`config.mk`:
```
export PLATFORM = sky130hd
export DESIGN_NAME = tilt_frame_bcd_decoder_top
export DESIGN_NICKNAME = d
export VERILOG_FILES = /design/src/rtl/tfbd_pkg.sv /design/src/rtl/tfbd_cfg.sv /design/src/rtl/tfbd_parser.sv /design/src/rtl/tfbd_out_reg.sv /design/src/rtl/tilt_frame_bcd_decoder_top.sv
export SDC_FILE = /design/constraint.sdc
export NUM_CORES = 1
export LEC_CHECK = 0
export ABC_AREA = 0
export BUFFER_PORTS_ARGS = -buffer_cell sky130_fd_sc_hd__buf_4
export CORE_AREA = 2 2 150 152
export DETAILED_ROUTE_END_ITERATION = 8
export DIE_AREA = 0 0 152 154
export HOLD_SLACK_MARGIN = 0.03
export REMOVE_ABC_BUFFERS = 1
export SYNTH_ARGS = -nofsm -noshare
export SYNTH_HDL_FRONTEND = slang
export SYNTH_SLANG_ARGS = --single-unit
```
`constraint.sdc`:
```
create_clock -name clk -period 8.2 [get_ports clk]
set_input_delay 0.41 -clock clk [delete_from_list [all_inputs] [get_ports clk]]
set_output_delay 0.41 -clock clk [all_outputs]
set_load 0.01 [all_outputs]
```
`src/rtl/tfbd_pkg.sv`:
```
`timescale 1ns / 1ps
// ----------------------------------------------------------------------------
// tfbd_pkg
// Shared types, constants and digit-weight functions for the tilt frame
// BCD decoder.
// ----------------------------------------------------------------------------
package tfbd_pkg;

    // frame byte positions
    localparam logic [3:0] POS_HDR_LAST = 4'd3;
    localparam logic [3:0] POS_X_SIGN   = 4'd4;
    localparam logic [3:0] POS_X_HIGH   = 4'd5;
    localparam logic [3:0] POS_X_LOW    = 4'd6;
    localparam logic [3:0] POS_Y_SIGN   = 4'd7;
    localparam logic [3:0] POS_Y_HIGH   = 4'd8;
    localparam logic [3:0] POS_Y_LOW    = 4'd9;
    localparam logic [3:0] POS_IDLE     = 4'd10;

    localparam logic [7:0]  NEG_SIGN_BYTE = 8'h10;
    localparam logic [31:0] HEADER_RESET  = 32'h680D0084;

    // register byte offsets on the config port
    localparam logic [2:0] ADDR_HEADER = 3'd0;

    typedef logic [14:0] mag_t;

    // one decoded frame
    typedef struct packed {
        logic        header_ok;
        logic [15:0] x_angle;
        logic [15:0] y_angle;
    } result_t;

    // high digit pair in hundredths: hi*1000 + lo*100
    function automatic mag_t high_pair(input logic [7:0] b);
        logic [14:0] hi;
        logic [14:0] lo;
        begin
            hi = {11'd0, b[7:4]};
            lo = {11'd0, b[3:0]};
            high_pair = hi * 15'd1000 + lo * 15'd100;
        end
    endfunction

    // low digit pair in hundredths: hi*10 + lo
    function automatic mag_t low_pair(input logic [7:0] b);
        logic [14:0] hi;
        logic [14:0] lo;
        begin
            hi = {11'd0, b[7:4]};
            lo = {11'd0, b[3:0]};
            low_pair = hi * 15'd10 + lo;
        end
    endfunction

    // sign-magnitude to 16-bit two's complement
    function automatic logic [15:0] apply_sign(input logic neg, input mag_t mag);
        logic [15:0] m;
        begin
            m = {1'b0, mag};
            apply_sign = neg ? (16'd0 - m) : m;
        end
    endfunction

endpackage

```
`src/rtl/tfbd_cfg.sv`:
```
`timescale 1ns / 1ps
// ----------------------------------------------------------------------------
// tfbd_cfg
// APB-style register file holding the expected four-byte frame header.
// ----------------------------------------------------------------------------
module tfbd_cfg (
    input  logic        clk,
    input  logic        rst_n,
    input  logic        psel,
    input  logic        penable,
    input  logic        pwrite,
    input  logic [2:0]  paddr,
    input  logic [31:0] pwdata,
    output logic [31:0] prdata,
    output logic        pready,
    output logic [31:0] expected_header
);
    import tfbd_pkg::*;

    logic        hdr_sel;
    logic        wr_en;
    logic [31:0] header_reg;
    logic [31:0] header_next;

    // address decode on the register slot
    assign hdr_sel = (paddr[2] == ADDR_HEADER[2]);
    assign wr_en   = psel && penable && pwrite && hdr_sel;
    assign pready  = 1'b1;

    // next header value
    always_comb
    begin
        header_next = header_reg;
        if (wr_en)
        begin
            header_next = pwdata;
        end
    end

    // header register
    always_ff @(posedge clk or negedge rst_n)
    begin
        if (!rst_n)
        begin
            header_reg <= HEADER_RESET;
        end
        else
        begin
            header_reg <= header_next;
        end
    end

    // read back
    assign prdata          = hdr_sel ? header_reg : 32'd0;
    assign expected_header = header_reg;

endmodule

```
`src/rtl/tfbd_parser.sv`:
```
`timescale 1ns / 1ps
// ----------------------------------------------------------------------------
// tfbd_parser
// Tracks the byte position in a frame, checks the header and accumulates
// the packed-decimal X and Y magnitudes; emits one result when byte nine is accepted.
// ----------------------------------------------------------------------------
module tfbd_parser (
    input  logic                clk,
    input  logic                rst_n,
    input  logic                accept,
    input  logic [7:0]          rx_byte,
    input  logic                frame_start,
    input  logic [31:0]         expected_header,
    output logic                res_fire,
    output tfbd_pkg::result_t   res_data
);
    import tfbd_pkg::*;

    logic [3:0] pos_reg;
    logic [3:0] pos_next;
    logic [3:0] pos_cur;
    logic       hdr_match_reg;
    logic       hdr_match_next;
    logic       x_neg_reg;
    logic       x_neg_next;
    mag_t       x_mag_reg;
    mag_t       x_mag_next;
    logic       y_neg_reg;
    logic       y_neg_next;
    mag_t       y_mag_reg;
    mag_t       y_mag_next;
    logic [7:0] want_byte;
    logic       byte_ok;
    logic       active;
    mag_t       y_mag_final;

    // position of this item, restarted by the frame flag
    assign pos_cur = frame_start ? 4'd0 : pos_reg;
    assign active  = accept && (pos_cur < POS_IDLE);

    // expected header byte, first byte in the top bits
    always_comb
    begin
        case (pos_cur[1:0])
            2'd0:    want_byte = expected_header[31:24];
            2'd1:    want_byte = expected_header[23:16];
            2'd2:    want_byte = expected_header[15:8];
            default: want_byte = expected_header[7:0];
        endcase
    end
    assign byte_ok = (rx_byte == want_byte);

    // per-position update
    always_comb
    begin
        pos_next       = pos_reg;
        hdr_match_next = hdr_match_reg;
        x_neg_next     = x_neg_reg;
        x_mag_next     = x_mag_reg;
        y_neg_next     = y_neg_reg;
        y_mag_next     = y_mag_reg;
        if (active)
        begin
            pos_next = pos_cur + 4'd1;
            if (pos_cur <= POS_HDR_LAST)
            begin
                hdr_match_next = (pos_cur == 4'd0) ? byte_ok : (hdr_match_reg & byte_ok);
            end
            else
            begin
                case (pos_cur)
                    POS_X_SIGN: x_neg_next = (rx_byte == NEG_SIGN_BYTE);
                    POS_X_HIGH: x_mag_next = high_pair(rx_byte);
                    POS_X_LOW:  x_mag_next = x_mag_reg + low_pair(rx_byte);
                    POS_Y_SIGN: y_neg_next = (rx_byte == NEG_SIGN_BYTE);
                    POS_Y_HIGH: y_mag_next = high_pair(rx_byte);
                    default:    y_mag_next = y_mag_final;
                endcase
            end
        end
        else if (accept && frame_start)
        begin
            pos_next = pos_cur;
        end
    end

    // final Y magnitude and the result
    assign y_mag_final        = y_mag_reg + low_pair(rx_byte);
    assign res_fire           = active && (pos_cur == POS_Y_LOW);
    assign res_data.header_ok = hdr_match_reg;
    assign res_data.x_angle   = apply_sign(x_neg_reg, x_mag_reg);
    assign res_data.y_angle   = apply_sign(y_neg_reg, y_mag_final);

    // position counter
    always_ff @(posedge clk or negedge rst_n)
    begin
        if (!rst_n)
        begin
            pos_reg <= POS_IDLE;
        end
        else
        begin
            pos_reg <= pos_next;
        end
    end

    // frame fields
    always_ff @(posedge clk)
    begin
        hdr_match_reg <= hdr_match_next;
        x_neg_reg     <= x_neg_next;
        x_mag_reg     <= x_mag_next;
        y_neg_reg     <= y_neg_next;
        y_mag_reg     <= y_mag_next;
    end

    // position never passes idle
    a_pos_range: assert property (@(posedge clk) disable iff (!rst_n)
        pos_reg <= POS_IDLE)
        else $error("byte position out of range");

    // a result closes the frame
    a_fire_idle: assert property (@(posedge clk) disable iff (!rst_n)
        res_fire |=> pos_reg == POS_IDLE)
        else $error("position not idle after result");

    // idle holds until a frame start
    a_idle_hold: assert property (@(posedge clk) disable iff (!rst_n)
        (pos_reg == POS_IDLE && !(accept && frame_start)) |=> pos_reg == POS_IDLE)
        else $error("left idle without frame start");

endmodule

```
`src/rtl/tfbd_out_reg.sv`:
```
`timescale 1ns / 1ps
// ----------------------------------------------------------------------------
// tfbd_out_reg
// Result register between the decoder and the output channel.
// ----------------------------------------------------------------------------
module tfbd_out_reg (
    input  logic                clk,
    input  logic                rst_n,
    input  logic                load,
    input  tfbd_pkg::result_t   load_data,
    input  logic                out_stall,
    output logic                out_valid,
    output logic                full_stalled,
    output tfbd_pkg::result_t   out_data
);
    import tfbd_pkg::*;

    logic    valid_reg;
    logic    valid_next;
    result_t data_reg;
    result_t data_next;

    assign full_stalled = valid_reg && out_stall;

    // hold while stalled, otherwise load or drain
    always_comb
    begin
        valid_next = valid_reg;
        data_next  = data_reg;
        if (!full_stalled)
        begin
            valid_next = load;
            if (load)
            begin
                data_next = load_data;
            end
        end
    end

    always_ff @(posedge clk or negedge rst_n)
    begin
        if (!rst_n)
        begin
            valid_reg <= 1'b0;
        end
        else
        begin
            valid_reg <= valid_next;
        end
    end

    always_ff @(posedge clk)
    begin
        data_reg <= data_next;
    end

    assign out_valid = valid_reg;
    assign out_data  = data_reg;

    // never overwrite a held item
    a_no_overwrite: assert property (@(posedge clk) disable iff (!rst_n)
        !(load && full_stalled))
        else $error("result loaded while output held");

endmodule

```
`src/rtl/tilt_frame_bcd_decoder_top.sv`:
```
`timescale 1ns / 1ps
// A result is registered onto out_valid in the cycle after byte nine of a frame is accepted.
// Throughput: one byte per cycle; in_stall rises only while a result waits under out_stall.
// Each byte is decoded in one pass of logic between the frame-state and result registers.
// Reset: decoder idles until a frame start, no result pending, header = 0x680D0084.
// ----------------------------------------------------------------------------
// tilt_frame_bcd_decoder_top
// Decodes inclinometer reply frames into header match and X/Y angles.
// ----------------------------------------------------------------------------
module tilt_frame_bcd_decoder_top (
    input  logic        clk,
    input  logic        rst_n,
    input  logic        psel,
    input  logic        penable,
    input  logic        pwrite,
    input  logic [2:0]  paddr,
    input  logic [31:0] pwdata,
    output logic [31:0] prdata,
    output logic        pready,
    input  logic        in_valid,
    output logic        in_stall,
    input  logic [7:0]  rx_byte,
    input  logic        frame_start,
    output logic        out_valid,
    input  logic        out_stall,
    output logic        header_ok,
    output logic signed [15:0] x_angle_centideg,
    output logic signed [15:0] y_angle_centideg
);
    import tfbd_pkg::*;

    logic [31:0] expected_header;
    logic        in_accept;
    logic        res_fire;
    logic        full_stalled;
    result_t     res_data;
    result_t     out_data;

    // config registers
    tfbd_cfg u_cfg (
        .clk             (clk),
        .rst_n           (rst_n),
        .psel            (psel),
        .penable         (penable),
        .pwrite          (pwrite),
        .paddr           (paddr),
        .pwdata          (pwdata),
        .prdata          (prdata),
        .pready          (pready),
        .expected_header (expected_header)
    );

    // input handshake
    assign in_stall  = full_stalled;
    assign in_accept = in_valid && !in_stall;

    // frame decode
    tfbd_parser u_parser (
        .clk             (clk),
        .rst_n           (rst_n),
        .accept          (in_accept),
        .rx_byte         (rx_byte),
        .frame_start     (frame_start),
        .expected_header (expected_header),
        .res_fire        (res_fire),
        .res_data        (res_data)
    );

    // result register
    tfbd_out_reg u_out (
        .clk          (clk),
        .rst_n        (rst_n),
        .load         (res_fire),
        .load_data    (res_data),
        .out_stall    (out_stall),
        .out_valid    (out_valid),
        .full_stalled (full_stalled),
        .out_data     (out_data)
    );

    assign header_ok        = out_data.header_ok;
    assign x_angle_centideg = out_data.x_angle;
    assign y_angle_centideg = out_data.y_angle;

endmodule

```
==> flow_summary.json, run 1 <==
{
  "outcome": "completed",
  "ios": 119,
  "start_util_pct": 34.7,
  "layout_setup_ws_ns": 4.19,
  "synth-seq-cells": 103,
  "seqPwrFrac_pct": 37.4,
  "fp.coreArea_mm2": 0.0217,
  "slew_viol_final": 0,
  "final_cell_mix": "119 x buf_4, 66 x edfxtp_1, 64 x ha_1",
  "fin_worst_skew_ns": 0.00765,
  "power_density_mw_per_mm2": 196,
  "p_int_mw": 1.17,
  "cts_root_buf": "clkbuf_16",
  "cp.arrival_ns": 4.11,
  "p_sw_uw": 584,
  "drt_pass1_iterations": 4,
  "cts_resized": 0,
  "fin_crit_sh_pct": 48.9,
  "numCtsBuffers": 9,
  "cts_tree": "done",
  "die_y_um": 154,
  "yosysSeqAreaShare_pct": 38.8,
  "clock_latency_ns": 0.35,
  "fp-row-count": 54,
  "syn_avg_cell_area_um2": 10.3,
  "r2r_slack_ns": 4.90,
  "max_freq_ghz": 0.249,
  "cp_max_fo": 8,
  "placed_cell_area_mm2": 0.00866,
  "synth_edf_count": 66,
  "io_buffers": 115,
  "dieArea_mm2": 0.0234,
  "die_x_um": 152,
  "fin_area_mm2": 0.00896,
  "hold_viol_final": 0,
  "ys_warn_count": 0,
  "clockPowerShare_pct": 25.3,
  "vias": 5513,
  "path_class": "in2reg",
  "p_sw_share_pct": 33.3,
  "slew_headroom_pct": 51.5,
  "gp_congestion": 0.814,
  "p_comb_share_pct": 37.3,
  "final.setup.tns_ns": 0,
  "clkSlewWorstSetupHoldPaths_ns": 0.07,
  "cp.required_ns": 8.30,
  "postRouteAntennaNets": 0,
  "synthFlopType": "edfxtp_1",
  "first_global_vias": 5386,
  "worst_pin_slew_ns": 0.727,
  "netlist_area_mm2": 0.00752,
  "p_leak_nw": 3.66,
  "largest_reg_flops": 33,
  "grt_max_degree": 38,
  "synthToLayoutAreaGrowth_pct": 19.1,
  "fin_crit_ns": 4.01,
  "cts.sinks": 103,
  "grt_overflow": 0,
  "htreeDepth": 3,
  "diodes": 0,
  "netlist_instances": 729,
  "grt_usage_pct": 14.7,
  "cts_setup_buffers": 0,
  "drc": 0,
  "crit_path_start_kind": "input port",
  "p_total_mw": 1.75,
  "hold_path.class": "in2async",
  "postCtsHoldBufs": 0,
  "max_cap_viol_count": 0,
  "cp-end-kind": "flop",
  "peakVddDrop_mv": 0.109,
  "antenna_found_initial": 0,
  "finalWirelength_um": 17400,
  "cts.path.max_buffers": 2,
  "setup_violations": 0,
  "drive_above_1_share_pct": 23.5,
  "rsz0062_at_grt": "no",
  "final_common_cell": "buf_4",
  "fin_nets": 955,
  "post-place-ws_ns": 3.82,
  "place.detailed.hpwl_um": 13400,
  "grt_pass1_wl_um": 27900,
  "viasPerCell": 4.94,
  "wl_per_cell_um": 15.6,
  "drtIter0Drc": 250,
  "ys_types": 68,
  "async_flop_share_pct": 35.9
}
## worst paths after layout
kind / start / to / depth (start not counted)
max: rx_byte[5] / u_out.out_data[13] / 16
min: rst_n / u_cfg.expected_header[10] / 1
max reg2reg: u_parser.y_mag_reg[0] / u_out.out_data[11] / 10
min reg2reg: u_parser.hdr_match_reg / u_out.out_data[32] / 0
max in group asynchronous: rst_n / u_cfg.expected_header[7] / 1
min in group clk: pwdata[23] / u_cfg.expected_header[23] / 2
## metal layers
metal | routed length (µm) | part of all wire [%] | GRT usage, %
met5 | 0 | 0 | 0
met2 | 8100 | 47 | 24.9
met1 | 7790 | 45 | 18.6
met4 | 141 | 0.81 | 2.98
met3 | 1370 | 7.9 | 4.62
## worst max-delay path, stage by stage
cell	delay, ns
buf_4	0.16
ha_1	0.33
ha_1	0.24
ha_1	0.18
a21oi_1	0.14
xnor2_1	0.22
o2111ai_1	0.20
xnor2_1	0.21
ha_1	0.47
nand2_2	0.10
or3_1	0.41
o21a_1	0.21
nor4_1	0.23
a211oi_1	0.11
o41ai_2	0.37
xor2_1	0.10
## area by class of cell
class                           count  area, µm²
Timing Repair Buffer              119        893
Tap cell                          280        350
Fill cell                        2137      12700
Clock buffer                       13        284
Multi-Input combinational cell    553       4330
Clock inverter                      3       22.5
Inverter                           44        165
Sequential cell                   103       2920
## power groups by stage
| stage | combinational [mW] | clock [mW] | sequential [mW] |
|---|---|---|---|
| detailed placement | 0.658 | 0 | 0.666 |
| global route | 0.732 | 0.475 | 0.661 |
| CTS | 0.662 | 0.458 | 0.655 |
| floorplan | 0.478 | 0 | 0.653 |
| global placement | 0.652 | 0 | 0.665 |
| finish | 0.654 | 0.445 | 0.656 |
## cells by family (layout without fill, tap and decap cells)
| kind of cell | Yosys count | after routing | synth area share, % |
|---|---|---|---|
| flops | 103 | 103 | 38.8 |
| buf+inv | 73 | 179 | 3.94 |
| simple gates | 201 | 201 | 14.3 |
| mux | 45 | 45 | 6.57 |
| compound gates | 150 | 150 | 13.1 |
| fa+ha+maj | 74 | 74 | 13.3 |
| other cells | 1 | 1 | 0.0498 |
| xor+xnor | 82 | 82 | 9.90 |
## Yosys cell counts, drive strengths merged (3+ instances only)
cell type	number	area share (%)
or3	6	0.50
fa	10	2.7
nand2	47	2.4
xor2	24	2.9
a31oi	6	0.70
nor3	12	0.80
edfxtp	66	26
nor2	35	1.8
dfrtp	27	9.0
a211oi	4	0.47
nor4	5	0.42
o211ai	3	0.30
nor2b	40	3.3
and3	5	0.42
a21oi	38	2.5
ha	64	11
and2	9	0.75
or4	4	0.45
inv	43	2.1
nand4b	4	0.47
xnor2	58	7.0
a222oi	8	1.1
o31ai	8	0.80
dfstp	10	3.5
o21a	7	0.70
clkbuf	23	1.1
o2111ai	4	0.47
nand2b	9	0.75
nand4	4	0.42
nand3	10	0.73
buf	6	0.60
a21o	7	0.70
o21bai	4	0.40
or2	3	0.25
mux2	35	5.2
mux2i	10	1.3
o21ai	45	3.0
## metrics by stage
step / std cells / hold WS [ns] / util [%]
6_report: 1115 / 0.0160 / 41.3
5_1_grt: 1115 / 0.0488 / 41.3
4_1_cts: 1115 / 0.0308 / 41.3
3_5_place_dp: 1099 / 0.413 / 39.9
3_3_place_gp: 1099 / 0.408 / 39.9
2_1_floorplan: 700 / 0.114 / -
Power figures use the tool's default switching activity.
==> run 2, diff against run 1 <==
Clock period 8.2 ns to 3.6 ns, I/O delays scaled along.
==> run 2 against run 1 <==
Net effect: utilization is 2.9 points higher; worst hold slack better by 0.029 ns; sequential cell count stayed put; final area is 7.1% higher; cell count is 7.1% higher; sequential power is 130% higher; critical path type unchanged; largest cell class unchanged.
==> flow_summary.json, run 2 (same netlist as run 1, synthesis figures left out) <==
{
  "outcome": "completed",
  "cp_max_fo": 4,
  "first_global_vias": 5899,
  "die_y_um": 154,
  "postRouteAntennaNets": 0,
  "cp-startpoint": "rx_byte[5]",
  "r2r_start": "u_parser.y_mag_reg[0]",
  "io_buffers": 115,
  "viasPerCell": 4.94,
  "drtIter0Drc": 245,
  "fp.coreArea_mm2": 0.0217,
  "diodes": 0,
  "wl_per_cell_um": 15.4,
  "fin_crit_sh_pct": 96.3,
  "slew_viol_final": 0,
  "max_freq_ghz": 0.288,
  "finalWirelength_um": 18400,
  "layout_setup_ws_ns": 0.133,
  "use_met1_pct": 20.7,
  "largest_reg_flops": 33,
  "hold_viol_final": 0,
  "fin_cells": 1194,
  "ios": 119,
  "crit_end": "u_out.out_data[13]",
  "grt_pass1_wl_um": 30000,
  "dieArea_mm2": 0.0234,
  "cts.sinks": 103,
  "clkSlewWorstSetupHoldPaths_ns": 0.08,
  "gp_congestion": 0.845,
  "place.detailed.hpwl_um": 14200,
  "rsz0062_at_grt": "yes",
  "fill_cells": 2085,
  "p_leak_nw": 4.03,
  "cts_tree": "done",
  "fin_nets": 1034,
  "peakVddDrop_mv": 0.239,
  "drc": 0,
  "antenna_found_initial": 0,
  "die_x_um": 152,
  "max_cap_viol_count": 0,
  "grt_max_degree": 38,
  "post-place-ws_ns": -0.275,
  "fin_util_pct": 44.3,
  "met3_usage_pct": 4.09,
  "cts_root_buf": "clkbuf_16",
  "drt_pass1_iterations": 5,
  "slew_headroom_pct": 50.2,
  "clock_latency_ns": 0.36,
  "grt_usage_pct": 15.8,
  "worst_pin_slew_ns": 0.746,
  "power_density_mw_per_mm2": 438,
  "start_util_pct": 34.7,
  "r2r-end": "u_out.out_data[13]",
  "cts.path.max_buffers": 2,
  "final_common_cell": "buf_4",
  "synthToLayoutAreaGrowth_pct": 27.6,
  "grtUsageMet2_pct": 25.9,
  "fin_crit_ns": 3.47,
  "p_total_mw": 4.20,
  "cp.arrival_ns": 3.57,
  "fp-row-count": 54,
  "reg2reg_depth": 11,
  "r2r_slack_ns": 0.78,
  "numCtsBuffers": 9,
  "grt_busiest_layer": "met2",
  "hold_path.class": "in2reg",
  "final_cell_mix": "188 x buf_4, 66 x edfxtp_1, 64 x ha_1",
  "path_class": "in2reg",
  "crit_path_start_kind": "input port",
  "cp-end-kind": "flop",
  "setup_violations": 0,
  "drive_above_1_share_pct": 29.5,
  "cp.required_ns": 3.70,
  "place_inst": 1167,
  "htreeDepth": 3,
  "vias": 5902,
  "fin_worst_skew_ns": 0.0151,
  "grt_overflow": 0
}
run 2: cell types whose count changed in the layout (fill, tap and decap cells not counted), sizes merged:
cell,change
clkbuf,-4
buf,+69
inv,+4
clkinvlp,-1
clkinv,+1
dlygate4sd3,+10
run 2: where the power goes:
group	switching [mW]	total, mW	internal [mW]
Sequential	0.0783	1.49	1.41
Clock	0.499	0.986	0.488
Combinational	0.847	1.73	0.878
run 2: metal layers:
layer | wire length [µm] | share of wire, %
met5 | 0 | 0
met4 | 264 | 1.4
met3 | 1110 | 6.0
met2 | 8730 | 48
met1 | 8270 | 45
run 2: worst max-delay path, cell delays in order:
cell and delay [ns]:
buf_4 0.13, ha_1 0.33, ha_1 0.23, ha_1 0.19, a21oi_1 0.15, xnor2_1 0.17, o2111ai_1 0.17, xnor2_1 0.19
ha_1 0.34, nand2_2 0.06, or3_1 0.39, o21a_1 0.23, nor4_2 0.23, a211oi_1 0.10, o41ai_2 0.38, xor2_1 0.11
run 2: what timing repair did:
item	4_1_cts	5_1_grt
hold endpoints to repair	36	0
setup buffers	0	1
endpoints found under the setup margin	0	5
resized for setup	0	5
hold buffers	10	0
run 2: area by class of cell:
cell class                 count  area, µm²  share of cell area (%)
tap                          280        350                    3.65
timing repair buffer         198       1510                    15.7
multi-input combinational    553       4360                    45.5
sequential                   103       2920                    30.4
clock inverter                 7       62.6                   0.652
inverter                      44        165                    1.72
clock buffer                   9        225                    2.35
run 2: metrics by stage:
stage	TNS (ns)	cell area [µm²]	hold WS (ns)
2_1_floorplan	-0.949	7390	-0.116
3_3_place_gp	-1.58	9170	0.174
3_5_place_dp	-2.60	9170	0.177
4_1_cts	0	9560	0.0302
5_1_grt	-0.0721	9600	0.0348
6_report	0	9600	0.0450
run 2: how the worst min path moves through the flow:
stage / start / endpoint / depth (start not counted)
after floorplan: rst_n / u_cfg.expected_header[0] / 0
after global placement: rst_n / u_cfg.expected_header[3] / 1
after detailed placement: rst_n / u_cfg.expected_header[3] / 1
after CTS: pwdata[12] / u_cfg.expected_header[12] / 2
after global routing: pwdata[12] / u_cfg.expected_header[12] / 2
final: pwdata[29] / u_cfg.expected_header[29] / 2
